**src/rtl/atpr_pkg.sv**
```systemverilog
`timescale 1ns / 1ps
// ----------------------------------------------------------------------------
// atpr_pkg
// Types, constants and the arctangent table shared by the tilt angle block.
// ----------------------------------------------------------------------------
package atpr_pkg;

  localparam int unsigned SAMPLES_DEF  = 50;   // calibration samples per run
  localparam int unsigned CNT_W        = 6;    // calibration sample counter
  localparam int unsigned ACC_W        = 16;   // raw accelerometer counts
  localparam int unsigned ANG_W        = 16;   // raw angle, 1/128 degree
  localparam int unsigned OFF_W        = 17;   // stored offsets
  localparam int unsigned OUT_W        = 18;   // delivered angles
  localparam int unsigned SUM_W        = 23;   // calibration sums
  localparam int unsigned CX_W         = 34;   // CORDIC x and y
  localparam int unsigned CZ_W         = 24;   // CORDIC angle, 2^-15 degree
  localparam int unsigned CMD_W        = 2;
  localparam int unsigned CFG_IDX_W    = 1;
  localparam int unsigned CFG_W        = 16;
  localparam int unsigned CORDIC_STEPS = 16;
  localparam int unsigned STEP_IDX_W   = 4;
  localparam int unsigned SEQ_W        = 5;    // CORDIC step counter
  localparam int unsigned FRAC_SHIFT   = 14;   // input scaling ahead of CORDIC

  localparam logic [CMD_W-1:0] CMD_MEASURE = 2'd0;
  localparam logic [CMD_W-1:0] CMD_CAL     = 2'd1;
  localparam logic [CMD_W-1:0] CMD_LOAD    = 2'd2;

  localparam logic [CFG_IDX_W-1:0] CFG_TARGET_PITCH = 1'b0;
  localparam logic [CFG_IDX_W-1:0] CFG_TARGET_ROLL  = 1'b1;

  typedef enum logic [2:0] {
    S_IDLE,
    S_DECODE,
    S_ITER,
    S_ACC,
    S_DIV,
    S_FINISH
  } state_t;

  // Commands from the controller to the datapath.
  typedef struct packed {
    logic                  capture;
    logic                  cordic_step;
    logic [STEP_IDX_W-1:0] step;
    logic                  acc;
    logic                  div_step;
    logic                  finish;
  } ctl_t;

  // Status from the datapath to the controller.
  typedef struct packed {
    logic is_load;
    logic not_ready;
    logic is_cal;
    logic cal_last;
  } sts_t;

  // atan(2^-i) in 2^-15 degree units, rounded to nearest.
  function automatic logic signed [CZ_W-1:0] atan_tab(input logic [STEP_IDX_W-1:0] i);
    logic signed [CZ_W-1:0] v;
    case (i)
      4'd0:    v = 24'sd1474560;
      4'd1:    v = 24'sd870484;
      4'd2:    v = 24'sd459940;
      4'd3:    v = 24'sd233473;
      4'd4:    v = 24'sd117189;
      4'd5:    v = 24'sd58652;
      4'd6:    v = 24'sd29333;
      4'd7:    v = 24'sd14667;
      4'd8:    v = 24'sd7334;
      4'd9:    v = 24'sd3667;
      4'd10:   v = 24'sd1833;
      4'd11:   v = 24'sd917;
      4'd12:   v = 24'sd458;
      4'd13:   v = 24'sd229;
      4'd14:   v = 24'sd115;
      4'd15:   v = 24'sd57;
      default: v = '0;
    endcase
    return v;
  endfunction

endpackage

```
**src/rtl/atpr_in_if.sv**
```systemverilog
`timescale 1ns / 1ps
// ----------------------------------------------------------------------------
// atpr_in_if
// Input channel: one accelerometer sample or offset load per transaction.
// ----------------------------------------------------------------------------
interface atpr_in_if;
  logic                                   valid;
  logic                                   ready;
  logic [atpr_pkg::CMD_W-1:0]             cmd;
  logic                                   data_ready;
  logic signed [atpr_pkg::ACC_W-1:0]      accel_x;
  logic signed [atpr_pkg::ACC_W-1:0]      accel_y;
  logic signed [atpr_pkg::ACC_W-1:0]      accel_z;
  logic signed [atpr_pkg::OFF_W-1:0]      offset_pitch_in;
  logic signed [atpr_pkg::OFF_W-1:0]      offset_roll_in;

  modport source (
    output valid, cmd, data_ready, accel_x, accel_y, accel_z,
           offset_pitch_in, offset_roll_in,
    input  ready
  );
  modport sink (
    input  valid, cmd, data_ready, accel_x, accel_y, accel_z,
           offset_pitch_in, offset_roll_in,
    output ready
  );
endinterface

```
**src/rtl/atpr_out_if.sv**
```systemverilog
`timescale 1ns / 1ps
// ----------------------------------------------------------------------------
// atpr_out_if
// Result channel: status, pitch, roll and calibration flag per transaction.
// ----------------------------------------------------------------------------
interface atpr_out_if;
  logic                                   valid;
  logic                                   ready;
  logic                                   status;
  logic signed [atpr_pkg::OUT_W-1:0]      pitch_out;
  logic signed [atpr_pkg::OUT_W-1:0]      roll_out;
  logic                                   calibration_done;

  modport source (
    output valid, status, pitch_out, roll_out, calibration_done,
    input  ready
  );
  modport sink (
    input  valid, status, pitch_out, roll_out, calibration_done,
    output ready
  );
endinterface

```
**src/rtl/atpr_datapath.sv**
```systemverilog
`timescale 1ns / 1ps
// ----------------------------------------------------------------------------
// atpr_datapath
// Two CORDIC vectoring lanes, calibration sums, mean and offsets.
// ----------------------------------------------------------------------------
module atpr_datapath #(
  parameter int unsigned SAMPLES = atpr_pkg::SAMPLES_DEF
) (
  input  logic                                clk,
  input  logic                                rst_n,
  input  atpr_pkg::ctl_t                      ctl,
  output atpr_pkg::sts_t                      sts,
  input  logic [atpr_pkg::CMD_W-1:0]          in_cmd,
  input  logic                                in_data_ready,
  input  logic signed [atpr_pkg::ACC_W-1:0]   in_accel_x,
  input  logic signed [atpr_pkg::ACC_W-1:0]   in_accel_y,
  input  logic signed [atpr_pkg::ACC_W-1:0]   in_accel_z,
  input  logic signed [atpr_pkg::OFF_W-1:0]   in_offset_pitch_in,
  input  logic signed [atpr_pkg::OFF_W-1:0]   in_offset_roll_in,
  input  logic                                cfg_we,
  input  logic [atpr_pkg::CFG_IDX_W-1:0]      cfg_idx,
  input  logic [atpr_pkg::CFG_W-1:0]          cfg_wdata,
  output logic                                out_status,
  output logic signed [atpr_pkg::OUT_W-1:0]   out_pitch_out,
  output logic signed [atpr_pkg::OUT_W-1:0]   out_roll_out,
  output logic                                out_calibration_done
);

  localparam int unsigned ACC_W  = atpr_pkg::ACC_W;
  localparam int unsigned OFF_W  = atpr_pkg::OFF_W;
  localparam int unsigned OUT_W  = atpr_pkg::OUT_W;
  localparam int unsigned SUM_W  = atpr_pkg::SUM_W;
  localparam int unsigned CX_W   = atpr_pkg::CX_W;
  localparam int unsigned CZ_W   = atpr_pkg::CZ_W;
  localparam int unsigned ANG_W  = atpr_pkg::ANG_W;
  localparam int unsigned CNT_W  = atpr_pkg::CNT_W;
  localparam int unsigned HALF   = SAMPLES / 2;
  localparam int unsigned DIV_SH = SUM_W + $clog2(SAMPLES);
  localparam int unsigned RCP_W  = SUM_W + 1;
  localparam int unsigned PRD_W  = SUM_W + RCP_W;
  // Reciprocal rounded up; the quotient is exact for every dividend below
  // 2^SUM_W because the rounding error stays under 2^-SUM_W.
  localparam logic [RCP_W-1:0] RECIP =
    RCP_W'(((64'd1 << DIV_SH) + 64'(SAMPLES) - 64'd1) / 64'(SAMPLES));

  // Captured transaction.
  logic [atpr_pkg::CMD_W-1:0]  cmd_r;
  logic                        rdy_r;
  logic signed [OFF_W-1:0]     offp_in_r, offr_in_r;
  logic                        zero_r [2];

  // CORDIC lanes: index 0 is pitch, index 1 is roll.
  logic signed [CX_W-1:0]      x_r [2], x_nxt [2];
  logic signed [CX_W-1:0]      y_r [2], y_nxt [2];
  logic signed [CZ_W-1:0]      z_r [2], z_nxt [2];
  logic signed [CX_W-1:0]      xs [2], ys [2];
  logic signed [CZ_W-1:0]      zr [2];
  logic signed [ANG_W-1:0]     ang [2];

  // Initial operands.
  logic signed [ACC_W:0]       ax17, ay17, az17;
  logic [ACC_W:0]              den;
  logic signed [ACC_W:0]       num [2];

  // Calibration state.
  logic signed [SUM_W-1:0]     sum_r [2], sum_new [2];
  logic [SUM_W-1:0]            mag [2];
  logic [CNT_W-1:0]            cnt_r;
  logic                        cal_done_r;
  logic signed [OFF_W-1:0]     off_r [2];
  logic signed [ACC_W-1:0]     tgt_r [2];

  // Mean by reciprocal multiplication.
  logic [SUM_W-1:0]            dvd_r [2];
  logic [SUM_W-1:0]            quo_r [2];
  logic                        neg_r [2];
  logic [PRD_W-1:0]            prod [2];
  logic signed [OFF_W-1:0]     mean [2], off_new [2];

  logic signed [OUT_W:0]       diff [2];

  assign ax17 = {in_accel_x[ACC_W-1], in_accel_x};
  assign ay17 = {in_accel_y[ACC_W-1], in_accel_y};
  assign az17 = {in_accel_z[ACC_W-1], in_accel_z};

  always_comb begin
    den    = in_accel_z[ACC_W-1] ? (ACC_W+1)'(-az17) : az17;
    num[0] = ay17;
    num[1] = in_accel_z[ACC_W-1] ? ax17 : -ax17;
  end

  always_comb begin
    for (int k = 0; k < 2; k++) begin
      xs[k] = x_r[k] >>> ctl.step;
      ys[k] = y_r[k] >>> ctl.step;
      if (!y_r[k][CX_W-1]) begin
        x_nxt[k] = x_r[k] + ys[k];
        y_nxt[k] = y_r[k] - xs[k];
        z_nxt[k] = z_r[k] + atpr_pkg::atan_tab(ctl.step);
      end else begin
        x_nxt[k] = x_r[k] - ys[k];
        y_nxt[k] = y_r[k] + xs[k];
        z_nxt[k] = z_r[k] - atpr_pkg::atan_tab(ctl.step);
      end
      // Round the 2^-15 degree sum to 1/128 degree.
      zr[k]  = z_r[k] + CZ_W'(128);
      ang[k] = zero_r[k] ? '0 : zr[k][CZ_W-1:8];

      sum_new[k] = sum_r[k] + SUM_W'(ang[k]);
      mag[k]     = sum_new[k][SUM_W-1] ? SUM_W'(-sum_new[k]) : SUM_W'(sum_new[k]);

      prod[k]    = PRD_W'(dvd_r[k]) * PRD_W'(RECIP);

      mean[k]    = neg_r[k] ? -OFF_W'(quo_r[k]) : OFF_W'(quo_r[k]);
      off_new[k] = mean[k] - OFF_W'(tgt_r[k]);

      diff[k]    = (OUT_W+1)'(ang[k]) - (OUT_W+1)'(off_r[k]);
    end
  end

  always_comb begin
    sts.is_load   = cmd_r == atpr_pkg::CMD_LOAD;
    sts.not_ready = (cmd_r != atpr_pkg::CMD_LOAD) && !rdy_r;
    sts.is_cal    = cmd_r == atpr_pkg::CMD_CAL;
    sts.cal_last  = (cmd_r == atpr_pkg::CMD_CAL)
                    && ((CNT_W+1)'(cnt_r) + (CNT_W+1)'(1) >= (CNT_W+1)'(SAMPLES));
  end

  // Capture, CORDIC and mean registers carry no reset.
  always_ff @(posedge clk) begin
    if (ctl.capture) begin
      cmd_r     <= in_cmd;
      rdy_r     <= in_data_ready;
      offp_in_r <= in_offset_pitch_in;
      offr_in_r <= in_offset_roll_in;
      for (int k = 0; k < 2; k++) begin
        zero_r[k] <= (num[k] == '0) && (den == '0);
        x_r[k]    <= CX_W'({den, atpr_pkg::FRAC_SHIFT'(0)});
        y_r[k]    <= {{(CX_W-ACC_W-1-atpr_pkg::FRAC_SHIFT){num[k][ACC_W]}},
                      num[k], atpr_pkg::FRAC_SHIFT'(0)};
        z_r[k]    <= '0;
      end
    end else if (ctl.cordic_step) begin
      for (int k = 0; k < 2; k++) begin
        x_r[k] <= x_nxt[k];
        y_r[k] <= y_nxt[k];
        z_r[k] <= z_nxt[k];
      end
    end
    if (ctl.acc) begin
      for (int k = 0; k < 2; k++) begin
        dvd_r[k] <= mag[k] + SUM_W'(HALF);
        neg_r[k] <= sum_new[k][SUM_W-1];
      end
    end
    if (ctl.div_step) begin
      for (int k = 0; k < 2; k++) begin
        quo_r[k] <= SUM_W'(prod[k] >> DIV_SH);
      end
    end
  end

  always_ff @(posedge clk) begin
    if (ctl.finish) begin
      if (sts.is_load) begin
        out_status           <= 1'b0;
        out_pitch_out        <= OUT_W'(offp_in_r);
        out_roll_out         <= OUT_W'(offr_in_r);
        out_calibration_done <= 1'b0;
      end else if (sts.not_ready) begin
        out_status           <= 1'b1;
        out_pitch_out        <= '0;
        out_roll_out         <= '0;
        out_calibration_done <= 1'b0;
      end else begin
        out_status           <= 1'b0;
        out_pitch_out        <= diff[0][OUT_W-1:0];
        out_roll_out         <= diff[1][OUT_W-1:0];
        out_calibration_done <= cal_done_r;
      end
    end
  end

  always_ff @(posedge clk) begin
    if (!rst_n) begin
      cnt_r      <= '0;
      cal_done_r <= 1'b0;
      for (int k = 0; k < 2; k++) begin
        sum_r[k] <= '0;
        off_r[k] <= '0;
        tgt_r[k] <= '0;
      end
    end else begin
      if (cfg_we) begin
        case (cfg_idx)
          atpr_pkg::CFG_TARGET_PITCH: tgt_r[0] <= cfg_wdata;
          atpr_pkg::CFG_TARGET_ROLL:  tgt_r[1] <= cfg_wdata;
          default: ;
        endcase
      end
      if (ctl.capture) begin
        cal_done_r <= 1'b0;
      end
      // The sums and count clear on the sample that completes a run.
      if (ctl.acc) begin
        cal_done_r <= sts.cal_last;
        cnt_r      <= sts.cal_last ? '0 : cnt_r + CNT_W'(1);
        for (int k = 0; k < 2; k++) begin
          sum_r[k] <= sts.cal_last ? '0 : sum_new[k];
        end
      end
      if (ctl.finish) begin
        if (sts.is_load) begin
          off_r[0] <= offp_in_r;
          off_r[1] <= offr_in_r;
        end else if (!sts.not_ready && cal_done_r) begin
          off_r[0] <= off_new[0];
          off_r[1] <= off_new[1];
        end
      end
    end
  end

endmodule

```
**src/rtl/atpr_ctrl.sv**
```systemverilog
`timescale 1ns / 1ps
// ----------------------------------------------------------------------------
// atpr_ctrl
// Sequencer for capture, CORDIC steps, accumulation, mean and delivery.
// ----------------------------------------------------------------------------
module atpr_ctrl (
  input  logic            clk,
  input  logic            rst_n,
  input  logic            in_valid,
  output logic            in_ready,
  output logic            out_valid,
  input  logic            out_ready,
  input  atpr_pkg::sts_t  sts,
  output atpr_pkg::ctl_t  ctl
);

  localparam int unsigned SEQ_W = atpr_pkg::SEQ_W;

  atpr_pkg::state_t      state_r, state_nxt;
  logic [SEQ_W-1:0]      seq_r, seq_nxt;
  logic                  out_valid_r, out_valid_nxt;

  always_ff @(posedge clk) begin
    if (!rst_n) begin
      state_r     <= atpr_pkg::S_IDLE;
      seq_r       <= '0;
      out_valid_r <= 1'b0;
    end else begin
      state_r     <= state_nxt;
      seq_r       <= seq_nxt;
      out_valid_r <= out_valid_nxt;
    end
  end

  always_comb begin
    state_nxt     = state_r;
    seq_nxt       = seq_r;
    out_valid_nxt = out_valid_r && !out_ready;
    in_ready      = 1'b0;
    ctl           = '0;
    ctl.step      = seq_r[atpr_pkg::STEP_IDX_W-1:0];
    case (state_r)
      atpr_pkg::S_IDLE: begin
        in_ready = 1'b1;
        if (in_valid) begin
          ctl.capture = 1'b1;
          state_nxt   = atpr_pkg::S_DECODE;
        end
      end
      atpr_pkg::S_DECODE: begin
        seq_nxt = '0;
        if (sts.is_load || sts.not_ready) begin
          state_nxt = atpr_pkg::S_FINISH;
        end else begin
          state_nxt = atpr_pkg::S_ITER;
        end
      end
      atpr_pkg::S_ITER: begin
        ctl.cordic_step = 1'b1;
        seq_nxt         = seq_r + SEQ_W'(1);
        if (seq_r == SEQ_W'(atpr_pkg::CORDIC_STEPS - 1)) begin
          seq_nxt   = '0;
          state_nxt = sts.is_cal ? atpr_pkg::S_ACC : atpr_pkg::S_FINISH;
        end
      end
      atpr_pkg::S_ACC: begin
        ctl.acc   = 1'b1;
        seq_nxt   = '0;
        state_nxt = sts.cal_last ? atpr_pkg::S_DIV : atpr_pkg::S_FINISH;
      end
      atpr_pkg::S_DIV: begin
        ctl.div_step = 1'b1;
        state_nxt    = atpr_pkg::S_FINISH;
      end
      atpr_pkg::S_FINISH: begin
        // Wait until the output register is free or being emptied.
        if (!out_valid_r || out_ready) begin
          ctl.finish    = 1'b1;
          out_valid_nxt = 1'b1;
          state_nxt     = atpr_pkg::S_IDLE;
        end
      end
      default: begin
        state_nxt = atpr_pkg::S_IDLE;
      end
    endcase
  end

  assign out_valid = out_valid_r;

  a_busy_after_capture: assert property (@(posedge clk) disable iff (!rst_n)
    (in_valid && in_ready) |=> (state_r == atpr_pkg::S_DECODE))
    else $error("capture did not start a sequence");

  a_result_from_finish: assert property (@(posedge clk) disable iff (!rst_n)
    $rose(out_valid_r) |-> ($past(state_r) == atpr_pkg::S_FINISH))
    else $error("result presented outside the finish step");

  a_iter_bound: assert property (@(posedge clk) disable iff (!rst_n)
    (state_r == atpr_pkg::S_ITER) |-> (seq_r < SEQ_W'(atpr_pkg::CORDIC_STEPS)))
    else $error("CORDIC step count out of range");

  a_mean_single: assert property (@(posedge clk) disable iff (!rst_n)
    (state_r == atpr_pkg::S_DIV) |=> (state_r == atpr_pkg::S_FINISH))
    else $error("mean step did not hand over to delivery");

endmodule

```
**src/rtl/accel_tilt_pitch_roll.sv**
```systemverilog
`timescale 1ns / 1ps
// ----------------------------------------------------------------------------
// accel_tilt_pitch_roll
// Pitch and roll in 1/128 degree from a three-axis accelerometer sample.
// ----------------------------------------------------------------------------
// Each input transaction on in_ch carries a command (measure, calibration
// sample or offset load), the data-ready flag, the three axis counts and the
// offsets used by a load. Each one yields exactly one result transaction on
// out_ch. The calibration targets are written through the cfg_ port; the user
// must write them while the block is idle, as the block does not enforce it.
// A measurement or calibration sample runs sixteen steps of a pair of CORDIC
// vectoring lanes, and a calibration sample then adds an accumulation step. The
// sample that completes a calibration run also passes through a step for the
// reciprocal multiplication that forms the mean. A load or a not-ready sample
// goes from decode straight to delivery. The next transaction is accepted in the
// cycle after the result is registered, so the block finishes each transaction
// before it takes the next one.
// Synchronous reset clears the offsets, sums, sample count and targets. When
// the receiver stalls, the result waits in the output register; the block
// takes the next transaction and holds its own result until the register is
// free.
// ----------------------------------------------------------------------------
module accel_tilt_pitch_roll #(
  parameter int unsigned SAMPLES = atpr_pkg::SAMPLES_DEF
) (
  input  logic                             clk,
  input  logic                             rst_n,
  atpr_in_if.sink                          in_ch,
  atpr_out_if.source                       out_ch,
  input  logic                             cfg_we,
  input  logic [atpr_pkg::CFG_IDX_W-1:0]   cfg_idx,
  input  logic [atpr_pkg::CFG_W-1:0]       cfg_wdata
);

  atpr_pkg::ctl_t ctl;
  atpr_pkg::sts_t sts;

  atpr_ctrl u_ctrl (
    .clk       (clk),
    .rst_n     (rst_n),
    .in_valid  (in_ch.valid),
    .in_ready  (in_ch.ready),
    .out_valid (out_ch.valid),
    .out_ready (out_ch.ready),
    .sts       (sts),
    .ctl       (ctl)
  );

  atpr_datapath #(
    .SAMPLES (SAMPLES)
  ) u_datapath (
    .clk                  (clk),
    .rst_n                (rst_n),
    .ctl                  (ctl),
    .sts                  (sts),
    .in_cmd               (in_ch.cmd),
    .in_data_ready        (in_ch.data_ready),
    .in_accel_x           (in_ch.accel_x),
    .in_accel_y           (in_ch.accel_y),
    .in_accel_z           (in_ch.accel_z),
    .in_offset_pitch_in   (in_ch.offset_pitch_in),
    .in_offset_roll_in    (in_ch.offset_roll_in),
    .cfg_we               (cfg_we),
    .cfg_idx              (cfg_idx),
    .cfg_wdata            (cfg_wdata),
    .out_status           (out_ch.status),
    .out_pitch_out        (out_ch.pitch_out),
    .out_roll_out         (out_ch.roll_out),
    .out_calibration_done (out_ch.calibration_done)
  );

endmodule

```
**src/flat_wrapper.sv**
```systemverilog
// flat-port wrapper written by rule: the top's interface ports become plain ports
module accel_tilt_pitch_roll_flat 
#(
  parameter int unsigned SAMPLES = atpr_pkg::SAMPLES_DEF
)
  (clk, rst_n, cfg_we, cfg_idx, cfg_wdata, in_ch_valid, in_ch_cmd, in_ch_data_ready, in_ch_accel_x, in_ch_accel_y, in_ch_accel_z, in_ch_offset_pitch_in, in_ch_offset_roll_in, in_ch_ready, out_ch_valid, out_ch_status, out_ch_pitch_out, out_ch_roll_out, out_ch_calibration_done, out_ch_ready);
  atpr_in_if in_ch_i ();
  atpr_out_if out_ch_i ();
  input  logic clk;
  input  logic rst_n;
  input  logic cfg_we;
  input  logic [atpr_pkg::CFG_IDX_W-1:0] cfg_idx;
  input  logic [atpr_pkg::CFG_W-1:0] cfg_wdata;
  input wire logic [$bits(in_ch_i.valid)-1:0] in_ch_valid;
  input wire logic [$bits(in_ch_i.cmd)-1:0] in_ch_cmd;
  input wire logic [$bits(in_ch_i.data_ready)-1:0] in_ch_data_ready;
  input wire logic [$bits(in_ch_i.accel_x)-1:0] in_ch_accel_x;
  input wire logic [$bits(in_ch_i.accel_y)-1:0] in_ch_accel_y;
  input wire logic [$bits(in_ch_i.accel_z)-1:0] in_ch_accel_z;
  input wire logic [$bits(in_ch_i.offset_pitch_in)-1:0] in_ch_offset_pitch_in;
  input wire logic [$bits(in_ch_i.offset_roll_in)-1:0] in_ch_offset_roll_in;
  output wire logic [$bits(in_ch_i.ready)-1:0] in_ch_ready;
  output wire logic [$bits(out_ch_i.valid)-1:0] out_ch_valid;
  output wire logic [$bits(out_ch_i.status)-1:0] out_ch_status;
  output wire logic [$bits(out_ch_i.pitch_out)-1:0] out_ch_pitch_out;
  output wire logic [$bits(out_ch_i.roll_out)-1:0] out_ch_roll_out;
  output wire logic [$bits(out_ch_i.calibration_done)-1:0] out_ch_calibration_done;
  input wire logic [$bits(out_ch_i.ready)-1:0] out_ch_ready;
  assign in_ch_i.valid = in_ch_valid;
  assign in_ch_i.cmd = in_ch_cmd;
  assign in_ch_i.data_ready = in_ch_data_ready;
  assign in_ch_i.accel_x = in_ch_accel_x;
  assign in_ch_i.accel_y = in_ch_accel_y;
  assign in_ch_i.accel_z = in_ch_accel_z;
  assign in_ch_i.offset_pitch_in = in_ch_offset_pitch_in;
  assign in_ch_i.offset_roll_in = in_ch_offset_roll_in;
  assign in_ch_ready = in_ch_i.ready;
  assign out_ch_valid = out_ch_i.valid;
  assign out_ch_status = out_ch_i.status;
  assign out_ch_pitch_out = out_ch_i.pitch_out;
  assign out_ch_roll_out = out_ch_i.roll_out;
  assign out_ch_calibration_done = out_ch_i.calibration_done;
  assign out_ch_i.ready = out_ch_ready;
  accel_tilt_pitch_roll #(.SAMPLES(SAMPLES)) u_core (.clk(clk), .rst_n(rst_n), .in_ch(in_ch_i), .out_ch(out_ch_i), .cfg_we(cfg_we), .cfg_idx(cfg_idx), .cfg_wdata(cfg_wdata));
endmodule
```
**config.mk**
```make
export PLATFORM = sky130hd
export DESIGN_NAME = accel_tilt_pitch_roll_flat
export DESIGN_NICKNAME = d
export VERILOG_FILES = /design/src/rtl/atpr_pkg.sv /design/src/rtl/atpr_in_if.sv /design/src/rtl/atpr_out_if.sv /design/src/rtl/atpr_datapath.sv /design/src/rtl/atpr_ctrl.sv /design/src/rtl/accel_tilt_pitch_roll.sv /design/src/flat_wrapper.sv
export SDC_FILE = /design/constraint.sdc
export NUM_CORES = 2
export LEC_CHECK = 0
export ABC_AREA = 1
export BUFFER_PORTS_ARGS = -buffer_cell sky130_fd_sc_hd__buf_2
export CAP_MARGIN = 15
export CORE_MARGIN = 10
export CORE_UTILIZATION = 40
export CTS_CLUSTER_SIZE = 24
export DETAILED_ROUTE_END_ITERATION = 10
export PLACE_DENSITY = 0.53
export SLEW_MARGIN = 20
export SYNTH_ARGS = -nofsm -noshare
export SYNTH_HDL_FRONTEND = slang
export SYNTH_SLANG_ARGS = --single-unit
```
**constraint.sdc**
```tcl
create_clock -name clk -period 10.2 [get_ports clk]
set_input_delay 0.51 -clock clk [delete_from_list [all_inputs] [get_ports clk]]
set_output_delay 0.51 -clock clk [all_outputs]
set_load 0.005 [all_outputs]
```
==> results.sh <==
export IMPL_tightest_slew_ns=1.072
export IMPL_drc_errors=0
export IMPL_drt_total_wl_um=213800
export IMPL_power_switching_w=0.01021
export IMPL_port_buffers=146
export IMPL_drtAntennaViolNets=0
export IMPL_grt_pass1_vias=58348
export IMPL_reg2reg_setup_slack_ns=3.49
export IMPL_num_vias=59479
export IMPL_cts_tree="built"
export IMPL_cts_sinks=492
export IMPL_clk_latency_ns=0.69
export IMPL_drv_cap=0
export IMPL_post_cts_setup_buffer_count=0
export IMPL_synth_main_ff_cell="edfxtp_1"
export IMPL_place_ws_ns=3.410
export IMPL_synth_top_area_cell="edfxtp_1"
export IMPL_path_clk_slew_ns=0.06
export IMPL_dieArea_um2=183800
export IMPL_syn_inst=9065
export IMPL_synth_net_count=10365
export IMPL_synthAdderAreaFrac_pct=26.83
export IMPL_cts_buffers=68
export IMPL_drive_gt1_share_pct=4.903
export IMPL_pwr_share_comb_pct=70.9
export IMPL_ys_seq_area_share_pct=21.56
export IMPL_worst_setup_path_end_kind="flip-flop"
export IMPL_postLayoutCoreUtil_pct=43.57
export IMPL_grt_pass1_wl_um=331500
export IMPL_avgSynthCellArea_um2=7.371
export IMPL_ys_top_cells_by_area="edfxtp_1 (20%), ha_1 (15%), fa_1 (12%)"
export IMPL_grt_max_degree=99
export IMPL_initial_core_util_pct=40.36
export IMPL_worstSetupPathType="reg -> reg"
export IMPL_hold_buffers=31
export IMPL_synth_simple_area_share_pct=21.90
export IMPL_ys_ff_latch=492
export IMPL_grt_overflow=0
export IMPL_antenna_found_initial=2
export IMPL_status="finished clean"
export IMPL_wl_per_cell_um=18.77
export IMPL_slew_headroom_pct=28.45
export IMPL_via_per_inst=5.222
export IMPL_finalCriticalPeriod_ns=6.709
export IMPL_finalHoldViolations=0
export IMPL_synth_top_family_by_area="adder cells"
export IMPL_die_x_um=428.7
export IMPL_yosysMostFrequentCell="nand2_1"
export IMPL_drt_iter0_markers=4409
export IMPL_core_area_um2=165500
export IMPL_postCtsResizedCells=0
export IMPL_synth_xor_area_share_pct=4.404
export IMPL_synth_compound_area_share_pct=14.32
export IMPL_synthTopCellsByCount="nand2_1 (2094), inv_1 (1535), ha_1 (793), nor2_1 (714), o21ai_0 (613)"
export IMPL_timing_final_crit_share_pct=65.78
export IMPL_cts_max_level=3
export IMPL_clockBufferDepth=3
export IMPL_yosysTopAreaCellShare_pct=20.45
export IMPL_hpwl_um=177700
export IMPL_timing_fmax_mhz=149.1
export IMPL_muxShareOfSynthArea_pct=0.7303
export IMPL_intPower_w=0.008996
export IMPL_start_kind="flip-flop"
export IMPL_cts_root_buf="clkbuf_16"
export IMPL_pwr_share_seq_pct=16.2
export IMPL_ir_drop_v=0.0002038
export IMPL_finalMaxSlewViolations=0
export IMPL_final_setup_viol_count=0
export IMPL_cp_data_required_time_ns=10.61
export IMPL_drtPass1Iterations=6
export IMPL_critical_path_arrival_ns=7.12
export IMPL_pin_count=147
export IMPL_fp_row_count=149
export IMPL_powerDensity_nw_per_um2=266.2
export IMPL_swShare_pct=53.15
export IMPL_skew_ns=0.04632
export IMPL_synth_edf_count=455
export IMPL_grt_usage_pct=22.52
export IMPL_pwr_share_clk_pct=12.9
export IMPL_postSynth_asyncResetShare_pct=0
export IMPL_fin_nets=10447
export IMPL_p_leak_nw=35.37
export IMPL_ys_warn_count=0
export IMPL_area_growth_syn_to_layout_pct=7.947
export IMPL_fin_ws_ns=3.491
export IMPL_yosysUniqueCellTypes=79
export IMPL_rsz0062_at_grt="no"
export IMPL_die_h_um=428.7
export IMPL_fin_tns_setup_ns=0
export IMPL_gp_congestion=0.9446
export IMPL_syn_cell_area_um2=66820
export IMPL_cp_max_fo=6
export IMPL_hold_path_class="in -> reg"
[flip-flops by register name, indices dropped and copies added (netlist names), 3 cells and up, named ones only]
register                         flops
u_core.u_datapath.off_r             34
u_core.u_datapath.offr_in_r         17
u_core.u_ctrl.seq_r                  5
u_core.u_datapath.cnt_r              6
u_core.u_datapath.out_pitch_out     18
u_core.u_datapath.dvd_r             46
u_core.u_datapath.tgt_r             32
u_core.u_datapath.offp_in_r         17
u_core.u_ctrl.state_r                3
u_core.u_datapath.sum_r             46
u_core.u_datapath.out_roll_out      18
u_core.u_datapath.y_r               68
u_core.u_datapath.z_r               48
u_core.u_datapath.quo_r             34
u_core.u_datapath.x_r               68
[cell families after synthesis]
| family | count (synthesis) |
|---|---|
| fa+ha+maj | 1193 |
| flops | 492 |
| simple gates | 3519 |
| mux | 48 |
| compound gates | 1731 |
| xor+xnor | 336 |
| buf+inv | 1746 |
[layout make-up]
cell class | count | area, µm²
diodes | 3 | 7.507
clock buffers | 79 | 1807
clock inverters | 43 | 435.4
fillers | 17177 | 93420
inverters | 1552 | 5838
multi-input cells | 6827 | 45610
flip-flops and latches | 492 | 14420
well taps | 2189 | 2739
repair buffers | 206 | 1271
[stage by stage]
step	hold WS, ns	cells	power [W]	cell area [µm²]
after detailed placement	0.4704	11234	0.01668	69550
after floorplan	0.4294	9065	0.01299	66820
after global placement	0.4366	11234	0.01662	69550
after CTS	0.002167	11387	0.01931	72100
final	0.05248	11391	0.01920	72130
after global routing	0.01346	11389	0.02127	72120
[metal layers]
metal	global-route usage, %	vias up	wire [µm]
met5	0	-	0
met4	6.898	0	7137
met3	2.877	258	9819
met2	37.06	1344	97150
met1	30.65	27968	99710
li1	-	29909	-
[cell usage in the layout, fill, tap and decap left out, types with 28 or more instances in the layout]
master | synthesis | layout
o211ai_1 | 44 | 44
o21ai_1 | 165 | 166
buf_2 | 49 | 146
mux2i_1 | 46 | 46
edfxtp_1 | 455 | 455
dlygate4sd3_1 | 0 | 31
nor2_2 | 28 | 29
ha_1 | 793 | 793
nor3_1 | 92 | 91
nor2_1 | 714 | 710
a31oi_1 | 63 | 63
dfxtp_1 | 37 | 33
buf_4 | 11 | 28
fa_1 | 400 | 400
xnor2_1 | 114 | 114
clkbuf_16 | 0 | 71
inv_1 | 1535 | 1530
nor4_1 | 36 | 36
nand2_1 | 2094 | 2091
nand3_1 | 365 | 364
nand4_1 | 71 | 71
o22ai_1 | 36 | 36
a21oi_1 | 593 | 593
xor2_1 | 222 | 222
o21a_1 | 55 | 55
o21ai_0 | 613 | 612
[power groups by stage]
stage | logic [W] | clock network [W] | registers [W]
floorplan | 0.00994 | 0 | 0.00305
CTS | 0.0136 | 0.00255 | 0.00312
global placement | 0.0135 | 0 | 0.00316
global route | 0.0155 | 0.00262 | 0.00315
detailed placement | 0.0135 | 0 | 0.00316
finish | 0.0136 | 0.00248 | 0.00312
[critical path: stages (launching register included)]
cell and delay, ns:
edfxtp_1 0.56, inv_1 0.16, fa_1 0.64, fa_1 0.47
fa_1 0.52, inv_1 0.05, fa_1 0.47, fa_1 0.53
fa_1 0.43, fa_1 0.39, ha_1 0.40, nand2_1 0.11
nor2_1 0.17, inv_1 0.08, nor4_1 0.44, nand4_1 0.26
o2111ai_1 0.27, nand3_1 0.12, nand2_1 0.15, nand4_1 0.09
nand2_1 0.08, xor2_1 0.06
[final timing paths]
kind / start / to / cells past startpoint
max: u_core.u_datapath.dvd_r[0][34] / u_core.u_datapath.quo_r[0][33] / 21
min: in_ch_cmd[1] / u_core.u_datapath.cmd_r[1] / 1
max reg2reg: u_core.u_datapath.dvd_r[0][34] / u_core.u_datapath.quo_r[0][33] / 21
min reg2reg: u_core.u_ctrl.seq_r[4] / u_core.u_ctrl.seq_r[4] / 2
(Power assumes the default switching activity.)
